File: config.mk
export PLATFORM = sky130hd
export DESIGN_NAME = binary_to_decimal_ascii
export DESIGN_NICKNAME = d
export VERILOG_FILES = /design/src/rtl/bda_pkg.sv /design/src/rtl/binary_to_decimal_ascii.sv
export SDC_FILE = /design/constraint.sdc
export NUM_CORES = 1
export LEC_CHECK = 0
export BUFFER_PORTS_ARGS = -buffer_cell sky130_fd_sc_hd__clkbuf_2
export CAP_MARGIN = 20
export CORE_MARGIN = 2
export CORE_UTILIZATION = 40
export CTS_CLUSTER_DIAMETER = 40
export DETAILED_ROUTE_END_ITERATION = 8
export GPL_TIMING_DRIVEN = 0
export PLACE_DENSITY = 0.56
export SYNTH_ARGS = -nofsm -noshare
export SYNTH_HDL_FRONTEND = slang
export SYNTH_SLANG_ARGS = --single-unit
File: constraint.sdc
create_clock -name clock -period 7.3 [get_ports clock]
set_input_delay 0 -clock clock [delete_from_list [all_inputs] [get_ports clock]]
set_output_delay 0 -clock clock [all_outputs]
set_load 0.01 [all_outputs]
File: src/rtl/bda_pkg.sv
// Package with the types, constants and conversion steps of the decimal ASCII converter.
`default_nettype none
package bda_pkg;

   localparam int unsigned NUM_WIDTH    = 32;
   localparam int unsigned DIGIT_COUNT  = 10;
   localparam int unsigned BCD_WIDTH    = 4 * DIGIT_COUNT;
   localparam int unsigned STEPS_PER_ST = 4;
   localparam int unsigned STAGE_COUNT  = NUM_WIDTH / STEPS_PER_ST;
   localparam int unsigned CHAR_WIDTH   = 6;
   localparam int unsigned IDX_WIDTH    = 4;

   localparam logic [CHAR_WIDTH-1:0] ASCII_ZERO = 6'd48;
   localparam logic [CHAR_WIDTH-1:0] ASCII_NINE = 6'd57;

   typedef logic [BCD_WIDTH-1:0] bcd_type;
   typedef logic [NUM_WIDTH-1:0] num_type;
   typedef logic [IDX_WIDTH-1:0] idx_type;

   // One shift-and-add-3 step: correct every digit of five or more, then shift in a bit.
   function automatic bcd_type dabble_step(input bcd_type acc, input logic bit_in);
      bcd_type fixed;
      fixed = acc;
      for (int d = 0; d < DIGIT_COUNT; d++) begin
         if (fixed[4*d +: 4] >= 4'd5) begin
            fixed[4*d +: 4] = fixed[4*d +: 4] + 4'd3;
         end
      end
      return {fixed[BCD_WIDTH-2:0], bit_in};
   endfunction

   // The steps of one pipeline stage, taking the top bits of the value first.
   function automatic bcd_type stage_steps(input bcd_type acc, input num_type value);
      bcd_type work;
      work = acc;
      for (int s = 0; s < STEPS_PER_ST; s++) begin
         work = dabble_step(work, value[NUM_WIDTH-1-s]);
      end
      return work;
   endfunction

endpackage
`default_nettype wire

File: src/rtl/binary_to_decimal_ascii.sv
// Top level: pipelined 32-bit binary to decimal ASCII converter with a digit emitter.
`default_nettype none
// Each request carries a 32-bit unsigned number; the block answers with its decimal digits
// as ASCII characters, most significant first, without leading zeros, and marks the least
// significant digit with rsp_tlast (zero gives a single '0'). The conversion runs through an
// eight-stage shift-and-add-3 pipeline, four bit steps per stage, that accepts a number in
// every cycle unless backpressure from the emitter stalls it; rsp_tvalid rises once the number
// has passed all stages and been loaded into the emitter registers. The digit emitter sends one
// character per cycle while rsp_tready is high, and a number has from 1 to 10 digits;
// that emitter sets the sustained rate.
module binary_to_decimal_ascii
   import bda_pkg::*;
(
   input  wire logic       clock,
   input  wire logic       reset,
   input  wire logic       req_tvalid,
   output logic            req_tready,
   input  wire logic [31:0] req_tdata,   // [31:0] number
   output logic            rsp_tvalid,
   input  wire logic       rsp_tready,
   output logic [7:0]      rsp_tdata,    // [5:0] digit_char, [7:6] zero
   output logic            rsp_tlast     // last_digit
);

   // Pipeline stage registers.
   logic    st_valid_ff [STAGE_COUNT];
   bcd_type st_acc_ff   [STAGE_COUNT];
   num_type st_val_ff   [STAGE_COUNT];
   logic    st_ready    [STAGE_COUNT];

   // Emitter registers.
   logic    em_valid_ff, em_valid_in;
   bcd_type em_bcd_ff,   em_bcd_in;
   idx_type em_idx_ff,   em_idx_in;
   logic    em_load;
   idx_type top_idx;
   logic [3:0] cur_nib;
   logic    rsp_take;

   assign rsp_take = rsp_tvalid && rsp_tready;
   assign em_load  = st_valid_ff[STAGE_COUNT-1] &&
                     (!em_valid_ff || (rsp_take && em_idx_ff == '0));

   // Backpressure chain: a stage may take new data when empty or when it moves on.
   always_comb begin
      st_ready[STAGE_COUNT-1] = !st_valid_ff[STAGE_COUNT-1] || em_load;
      for (int k = STAGE_COUNT - 2; k >= 0; k--) begin
         st_ready[k] = !st_valid_ff[k] || st_ready[k+1];
      end
   end
   assign req_tready = st_ready[0];

   // Conversion stages, each doing four bit steps.
   for (genvar k = 0; k < STAGE_COUNT; k++) begin : g_stage
      logic    src_valid;
      bcd_type src_acc;
      num_type src_val;
      if (k == 0) begin : g_first
         assign src_valid = req_tvalid;
         assign src_acc   = '0;
         assign src_val   = req_tdata;
      end else begin : g_rest
         assign src_valid = st_valid_ff[k-1];
         assign src_acc   = st_acc_ff[k-1];
         assign src_val   = st_val_ff[k-1];
      end
      always_ff @(posedge clock) begin
         if (reset) begin
            st_valid_ff[k] <= 1'b0;
         end else if (st_ready[k]) begin
            st_valid_ff[k] <= src_valid;
         end
         if (st_ready[k] && src_valid) begin
            st_acc_ff[k] <= stage_steps(src_acc, src_val);
            st_val_ff[k] <= src_val << STEPS_PER_ST;
         end
      end
   end

   // Most significant nonzero digit of the finished conversion; zero gives digit 0.
   always_comb begin
      top_idx = '0;
      for (int d = 1; d < DIGIT_COUNT; d++) begin
         if (st_acc_ff[STAGE_COUNT-1][4*d +: 4] != 4'd0) begin
            top_idx = IDX_WIDTH'(d);
         end
      end
   end

   // Emitter: load a number, then step down one digit per taken character.
   always_comb begin
      em_valid_in = em_valid_ff;
      em_bcd_in   = em_bcd_ff;
      em_idx_in   = em_idx_ff;
      if (em_load) begin
         em_valid_in = 1'b1;
         em_bcd_in   = st_acc_ff[STAGE_COUNT-1];
         em_idx_in   = top_idx;
      end else if (rsp_take) begin
         if (em_idx_ff == '0) begin
            em_valid_in = 1'b0;
         end else begin
            em_idx_in = em_idx_ff - 1'b1;
         end
      end
   end

   always_ff @(posedge clock) begin
      if (reset) begin
         em_valid_ff <= 1'b0;
      end else begin
         em_valid_ff <= em_valid_in;
      end
      em_bcd_ff <= em_bcd_in;
      em_idx_ff <= em_idx_in;
   end

   // Current digit select.
   always_comb begin
      cur_nib = 4'd0;
      for (int d = 0; d < DIGIT_COUNT; d++) begin
         if (em_idx_ff == IDX_WIDTH'(d)) begin
            cur_nib = em_bcd_ff[4*d +: 4];
         end
      end
   end

   assign rsp_tvalid = em_valid_ff;
   assign rsp_tdata  = {2'b00, ASCII_ZERO + {2'b00, cur_nib}};
   assign rsp_tlast  = (em_idx_ff == '0);

   // Every character sent is a decimal digit.
   assert property (@(posedge clock) disable iff (reset)
      rsp_tvalid |-> (rsp_tdata[5:0] >= ASCII_ZERO && rsp_tdata[5:0] <= ASCII_NINE))
      else $error("character outside the decimal digits");

   // A freshly loaded run never starts with a leading zero unless it is the only digit.
   assert property (@(posedge clock) disable iff (reset)
      em_load |=> (em_idx_ff == '0 || cur_nib != 4'd0))
      else $error("leading zero emitted");

   // A stalled final stage keeps its conversion.
   assert property (@(posedge clock) disable iff (reset)
      (st_valid_ff[STAGE_COUNT-1] && !em_load) |=>
         (st_valid_ff[STAGE_COUNT-1] && $stable(st_acc_ff[STAGE_COUNT-1])))
      else $error("stalled conversion lost");

endmodule
`default_nettype wire
==> results.yml, run 1 <==
outcome:
  outcome: "complete, no violations"
sta:
  max_slew_margin: 0.401
  slew_violations: 0
  rsz0062_at_grt: "false"
  finalCritPeriodShare: 0.602
  tightestPinTransition_ns: 0.899
  finalHoldViolations: 0
  setup_ws_ns: 2.90
  setup_viol: 0
  period_needed_ns: 4.40
  max_freq_ghz: 0.227
  fin_tns_setup_ns: 0
  clock_skew_ns: 0.0374
clocking:
  clk_path_buf_depth: 3
  cts_setup_buffers: 0
  htreeDepth: 3
  cts.sinks: 350
  path_clk_slew_ns: 0.05
  clkLatencyLatePin_ns: 0.62
  cts_root_buf: "clkbuf_16"
  cts_buffers: 70
  cts_tree: "done"
place:
  dp_slack_ns: 2.92
  placed_cell_area_sq_um: 30500
  gp_congestion: 0.854
  dp_hpwl_mm: 45.2
  io_buffers: 42
setup_path:
  cp-end-kind: "flip-flop"
  critPathMostFrequentCell: "ha_1"
  slowest_stage: "mux2i_1"
  path_class: "reg2reg"
  critPathMaxStageDelay_ns: 0.72
  critPathMaxFanout: 9
  startpoint_type: "flip-flop"
  path_delay_family: "compound AO/OA/AOI/OAI gates"
  cp.arrival_ns: 4.72
  crit_buf_inv: 2
  path_cells: "inv_1 -> ha_1 -> nand2b_1 -> a21oi_2 -> mux2i_1 -> a21oi_1 -> xnor2_2 -> inv_2 -> ha_1 -> a221oi_1 -> a2111oi_0 -> o31ai_1 -> o31ai_2"
  critPathRequiredTime_ns: 7.63
routing:
  drtPass1Iterations: 5
  ant_nets: 0
  drcViolationCount: 0
  vias_per_cell: 5.63
  wl_per_cell_um: 14.0
  vias: 24700
  drt-total-wl_mm: 61.5
  first_iter_violations: 1799
floorplanning:
  ios: 47
  core_sq_um: 71500
  rows: 98
  die_area_sq_um: 74300
  initial_core_util: 0.404
  die_h_um: 273
  die_x_um: 273
pwr:
  p_leak_uw: 0.0121
  power.density_nw_per_um2: 219
  power_uw: 7260
  peakVddDrop_uv: 279
global_route:
  grt_pass1_vias: 23800
  antenna_found_initial: 0
  grt_pass1_wl_mm: 106
  grt_max_degree: 43
  track_usage: 0.163
  overflow: 0
synth:
  async_flop_share: 0
  synth_edf_count: 349
  syn_inst: 3222
  synth_ff_type: "edfxtp_1"
  syn_area_sq_um: 28900
  synth.distinct_cells: 102
  ys_ff_latch: 350
  synth_warnings: 0
  syn_area_per_cell_sq_um: 8.96
  seq_area_frac_synth: 0.364
finish:
  fin_nets: 3559
  fin_util: 0.464
  antenna_cells: 0
  fillCellCount: 6718
  drive_gt1_frac: 0.105
  area_delta_synth_final_pct: 14.9
  finalInstanceArea_sq_um: 33200
job:
  max_cap_viol_count: 0
min_path:
  hold_class: "in2reg"
repair_timing:
item | in CTS | in global routing
hold buffers | 37 | 0
setup endpoints to repair | 0 | 0
resized for setup | 0 | 0
endpoints found under the hold margin | 45 | 0
layer usage:
metal / track usage / wire [um] / up-vias
met2: 0.293 / 30200 / 461
met5: 0 / 0 / -
li1: - / - / 12500
met1: 0.200 / 27700 / 11600
met3: 0.0269 / 2340 / 116
met4: 0.0486 / 1350 / 0
final timing paths:
path              depth (start not counted)                     endpoint                  startpoint  slack, ns
setup / recovery                         13  st_acc_ff[1][138]$_DFFE_PP_  st_acc_ff[1][92]$_DFFE_PP_       2.90
hold / removal                            2   st_val_ff[0][20]$_DFFE_PP_               req_tdata[20]       0.09
setup reg to reg                         13  st_acc_ff[1][138]$_DFFE_PP_  st_acc_ff[1][92]$_DFFE_PP_       2.90
hold reg to reg                           0   st_val_ff[2][22]$_DFFE_PP_  st_val_ff[1][18]$_DFFE_PP_       0.42
power by group:
part / switching (uW) / internal (uW)
logic: 1080 / 731
clock network: 1190 / 1900
registers: 32.6 / 2330
logic make-up (layout without fill, tap and decap cells):
kind of cell,after synthesis,count (layout),share of synthesized area
buffers and inverters,301,513,0.0403
other,2,4,0.000260
xor gates and xnor gates,164,164,0.0533
DFF,350,350,0.364
adders and majority gates,144,144,0.0622
AOI/OAI and AO/OA,1166,1166,0.262
muxes,170,170,0.0626
and+or+nand+nor,925,925,0.155
per-stage QoR:
stage               hold slack, ns  cells
floorplan                   0.0989   3224
global placement             0.176   4216
detailed placement           0.179   4223
CTS                         0.0467   4386
global route                0.0640   4386
finish                      0.0912   4386
flip-flops by register name, summed over array words and instances, names as in the netlist:
| name | flops |
|---|---|
| em_bcd_ff | 40 |
| em_idx_ff | 4 |
| rsp_tvalid | 1 |
| st_acc_ff | 185 |
| st_val_ff | 112 |
| st_valid_ff | 8 |
cell type report:
cell class                 count  area [sq um]  share of cell area
tap                          950          1190              0.0359
timing repair buffer          86           728              0.0220
clock buffer                  75          1770              0.0534
clock inverter                51           557              0.0168
sequential                   350         10500               0.317
inverter                     188           711              0.0214
buffer                       113           452              0.0136
multi-input combinational   2573         17200               0.520
cell usage in the layout, fill, tap and decap left out, drive strengths merged, types with 20 or more instances in the layout:
master and instances:
a22oi 22, nand3 74, buf 20, o21bai 21
nor2 266, edfxtp 349, mux2i 98, a21oi 327
inv 207, nand2b 77, o21ai 292, xor2 31
ha 141, nor3 77, mux2 72, nand2 225
dlygate4sd3 37, a31oi 88, nor4 21, nor2b 37
clkbuf 217, o22ai 43, a211oi 48, o211ai 25
a21o 43, and2 26, o21a 29, xnor2 133
nor3b 47, clkinv 25
Yosys cell counts (43+ instances only):
cell type / instances / area (sq um)
xnor2_1: 123 / 1080
inv_1: 183 / 687
clkbuf_1: 98 / 368
nor3_1: 77 / 385
o21ai_0: 264 / 1320
a21oi_1: 296 / 1480
nor2_1: 266 / 998
edfxtp_1: 349 / 10500
nor3b_1: 47 / 353
mux2i_1: 96 / 961
nand3_1: 74 / 370
nand2_1: 225 / 845
o22ai_1: 43 / 269
mux2_2: 70 / 788
nand2b_1: 76 / 475
ha_1: 141 / 1760
a211oi_1: 46 / 345
a31oi_1: 85 / 532
Power figures use the tool's default switching activity.
==> run 2: changes to the inputs <==
- PLACE_DENSITY: 0.56 -> 0.58
- clock period: 7.3 -> 3.59 ns (I/O delays scaled with it)
==> results.yml, run 2 (synthesized netlist as in run 1, its figures left out) <==
outcome:
  outcome: "complete, no violations"
routing:
  drtPass1Iterations: 5
  ant_nets: 0
  drt-total-wl_mm: 61.5
  first_iter_violations: 1579
  vias: 24900
  wl_per_cell_um: 13.7
  vias_per_cell: 5.56
  drcViolationCount: 0
finish:
  regMostFlops: "st_acc_ff"
  drive_gt1_frac: 0.198
  fin_nets: 3646
  final_cell_mix: "349 x edfxtp_1, 264 x a21oi_1, 260 x nor2_1"
  antenna_cells: 0
  final_cells: 4474
  reg_top3: "st_acc_ff x185, st_val_ff x112, em_bcd_ff x40"
  fillCellCount: 6646
  finalInstanceArea_sq_um: 35500
  largest_reg_flops: 185
  area_delta_synth_final_pct: 23.0
  layout_commonest_cell: "edfxtp_1"
setup_path:
  critPathMaxFanout: 8
  cp.arrival_ns: 3.81
  regToRegStartpoint: "st_acc_ff[0][84]$_DFFE_PP_"
  path_class: "reg2reg"
  critPathRequiredTime_ns: 3.92
  startpoint_type: "flip-flop"
  cp-end-kind: "flip-flop"
  cp-startpoint: "st_acc_ff[0][84]$_DFFE_PP_"
sta:
  tightestPinTransition_ns: 0.885
  max_slew_margin: 0.393
  max_freq_ghz: 0.287
  slew_violations: 0
  setup_ws_ns: 0.109
  period_needed_ns: 3.48
  setup_viol: 0
  rsz0062_at_grt: "true"
  finalHoldViolations: 0
  clock_skew_ns: 0.0181
  finalCritPeriodShare: 0.970
clocking:
  cts_buffers: 67
  htreeDepth: 3
  cts_root_buf: "clkbuf_16"
  cts.sinks: 350
  clkLatencyLatePin_ns: 0.61
  cts_tree: "done"
  path_clk_slew_ns: 0.05
  clk_path_buf_depth: 3
floorplanning:
  die_area_sq_um: 74300
  ios: 47
  rows: 98
  core_sq_um: 71500
  die_x_um: 273
  die_h_um: 273
  initial_core_util: 0.404
place:
  dp_hpwl_mm: 41.9
  dp_slack_ns: -0.649
  gp_congestion: 0.861
  io_buffers: 42
  dpl.cell_count: 4225
  placed_cell_area_sq_um: 30500
global_route:
  track_usage: 0.158
  grt_pass1_vias: 22300
  grt_max_degree: 43
  grt_pass1_wl_mm: 102
  overflow: 0
  antenna_found_initial: 1
pwr:
  seq_power_share: 0.308
  p_int_uw: 10800
  p_switching_uw: 4820
  p_leak_uw: 0.0130
  sw_frac_of_total: 0.308
  p_clk_frac: 0.416
  power_uw: 15700
  power.density_nw_per_um2: 441
  peakVddDrop_uv: 403
  pwr-share-comb: 0.276
job:
  max_cap_viol_count: 0
min_path:
  hp-start: "req_tvalid"
  hold_class: "in2reg"
[run 2: changes by cell type in the layout (fill, tap and decap cells not counted), moves of 23 or more]
cell | before | now
inv_2 | 4 | 27
xnor2_1 | 123 | 95
a21oi_1 | 296 | 264
clkbuf_1 | 103 | 78
buf_4 | 4 | 102
inv_1 | 182 | 158
[run 2: layout make-up]
| cell class | count | area [sq um] | share of cell area |
|---|---|---|---|
| clock inverter | 55 | 683 | 0.0193 |
| buffer | 105 | 459 | 0.0129 |
| inverter | 188 | 714 | 0.0201 |
| multi-input combinational | 2574 | 18700 | 0.528 |
| tap | 950 | 1190 | 0.0335 |
| sequential | 350 | 10500 | 0.296 |
| timing repair buffer | 183 | 1520 | 0.0429 |
| clock buffer | 69 | 1680 | 0.0475 |
[run 2: path summary, 6_finish.rpt]
path	endpoint	slack (ns)	cells past startpoint
max	st_acc_ff[0][129]$_DFFE_PP_	0.11	15
min	st_val_ff[0][0]$_DFFE_PP_	0.05	3
max reg2reg	st_acc_ff[0][129]$_DFFE_PP_	0.11	15
min reg2reg	st_val_ff[2][19]$_DFFE_PP_	0.41	0
[run 2: worst max-delay path, stage by stage, from the launching register on]
cell,delay [ns]
edfxtp_1,0.42
ha_1,0.22
nand2b_4,0.15
a21oi_4,0.16
mux2_4,0.36
a21oi_4,0.19
xor2_4,0.24
inv_4,0.09
ha_2,0.21
a2111o_1,0.31
a32oi_2,0.20
o22ai_2,0.13
mux2i_2,0.19
buf_4,0.16
o211ai_1,0.08
o21ai_1,0.11
[run 2: stage by stage]
step           TNS (ns)   util  hold slack, ns
3_5_place_dp     -10.48  0.427           0.179
5_1_grt          -0.829  0.496          0.0405
2_1_floorplan         0      -          0.0989
6_report              0  0.496          0.0488
4_1_cts          -0.102  0.474          0.0210
3_3_place_gp    -192.51  0.424           0.176
[run 2: power groups by stage]
| stage | sequential, uW | clock (uW) | combinational (uW) |
|---|---|---|---|
| 3_5_place_dp | 4890 | 0 | 3600 |
| 6_report | 4820 | 6510 | 4320 |
| 4_1_cts | 4820 | 6670 | 3880 |
| 3_3_place_gp | 4900 | 0 | 3560 |
| 5_1_grt | 4830 | 6830 | 4820 |
| 2_1_floorplan | 4870 | 0 | 2940 |
[run 2: layer usage]
metal | up-vias | wire length, um | track usage | part of all wire
met5 | - | 0 | 0 | 0
met4 | 0 | 1690 | 0.0555 | 0.027
met3 | 102 | 2410 | 0.0279 | 0.039
met2 | 424 | 29900 | 0.274 | 0.49
met1 | 11600 | 27500 | 0.198 | 0.45
li1 | 12700 | - | - | -
[run 2: timing repair]
| item | 4_1_cts | 5_1_grt |
|---|---|---|
| setup endpoints to repair | 94 | 170 |
| hold buffers | 36 | 0 |
| buffers inserted | 34 | 62 |
| pin swaps | 20 | 55 |
| resized for setup | 83 | 256 |
| hold endpoints to repair | 45 | 0 |
| gates cloned | 0 | 1 |
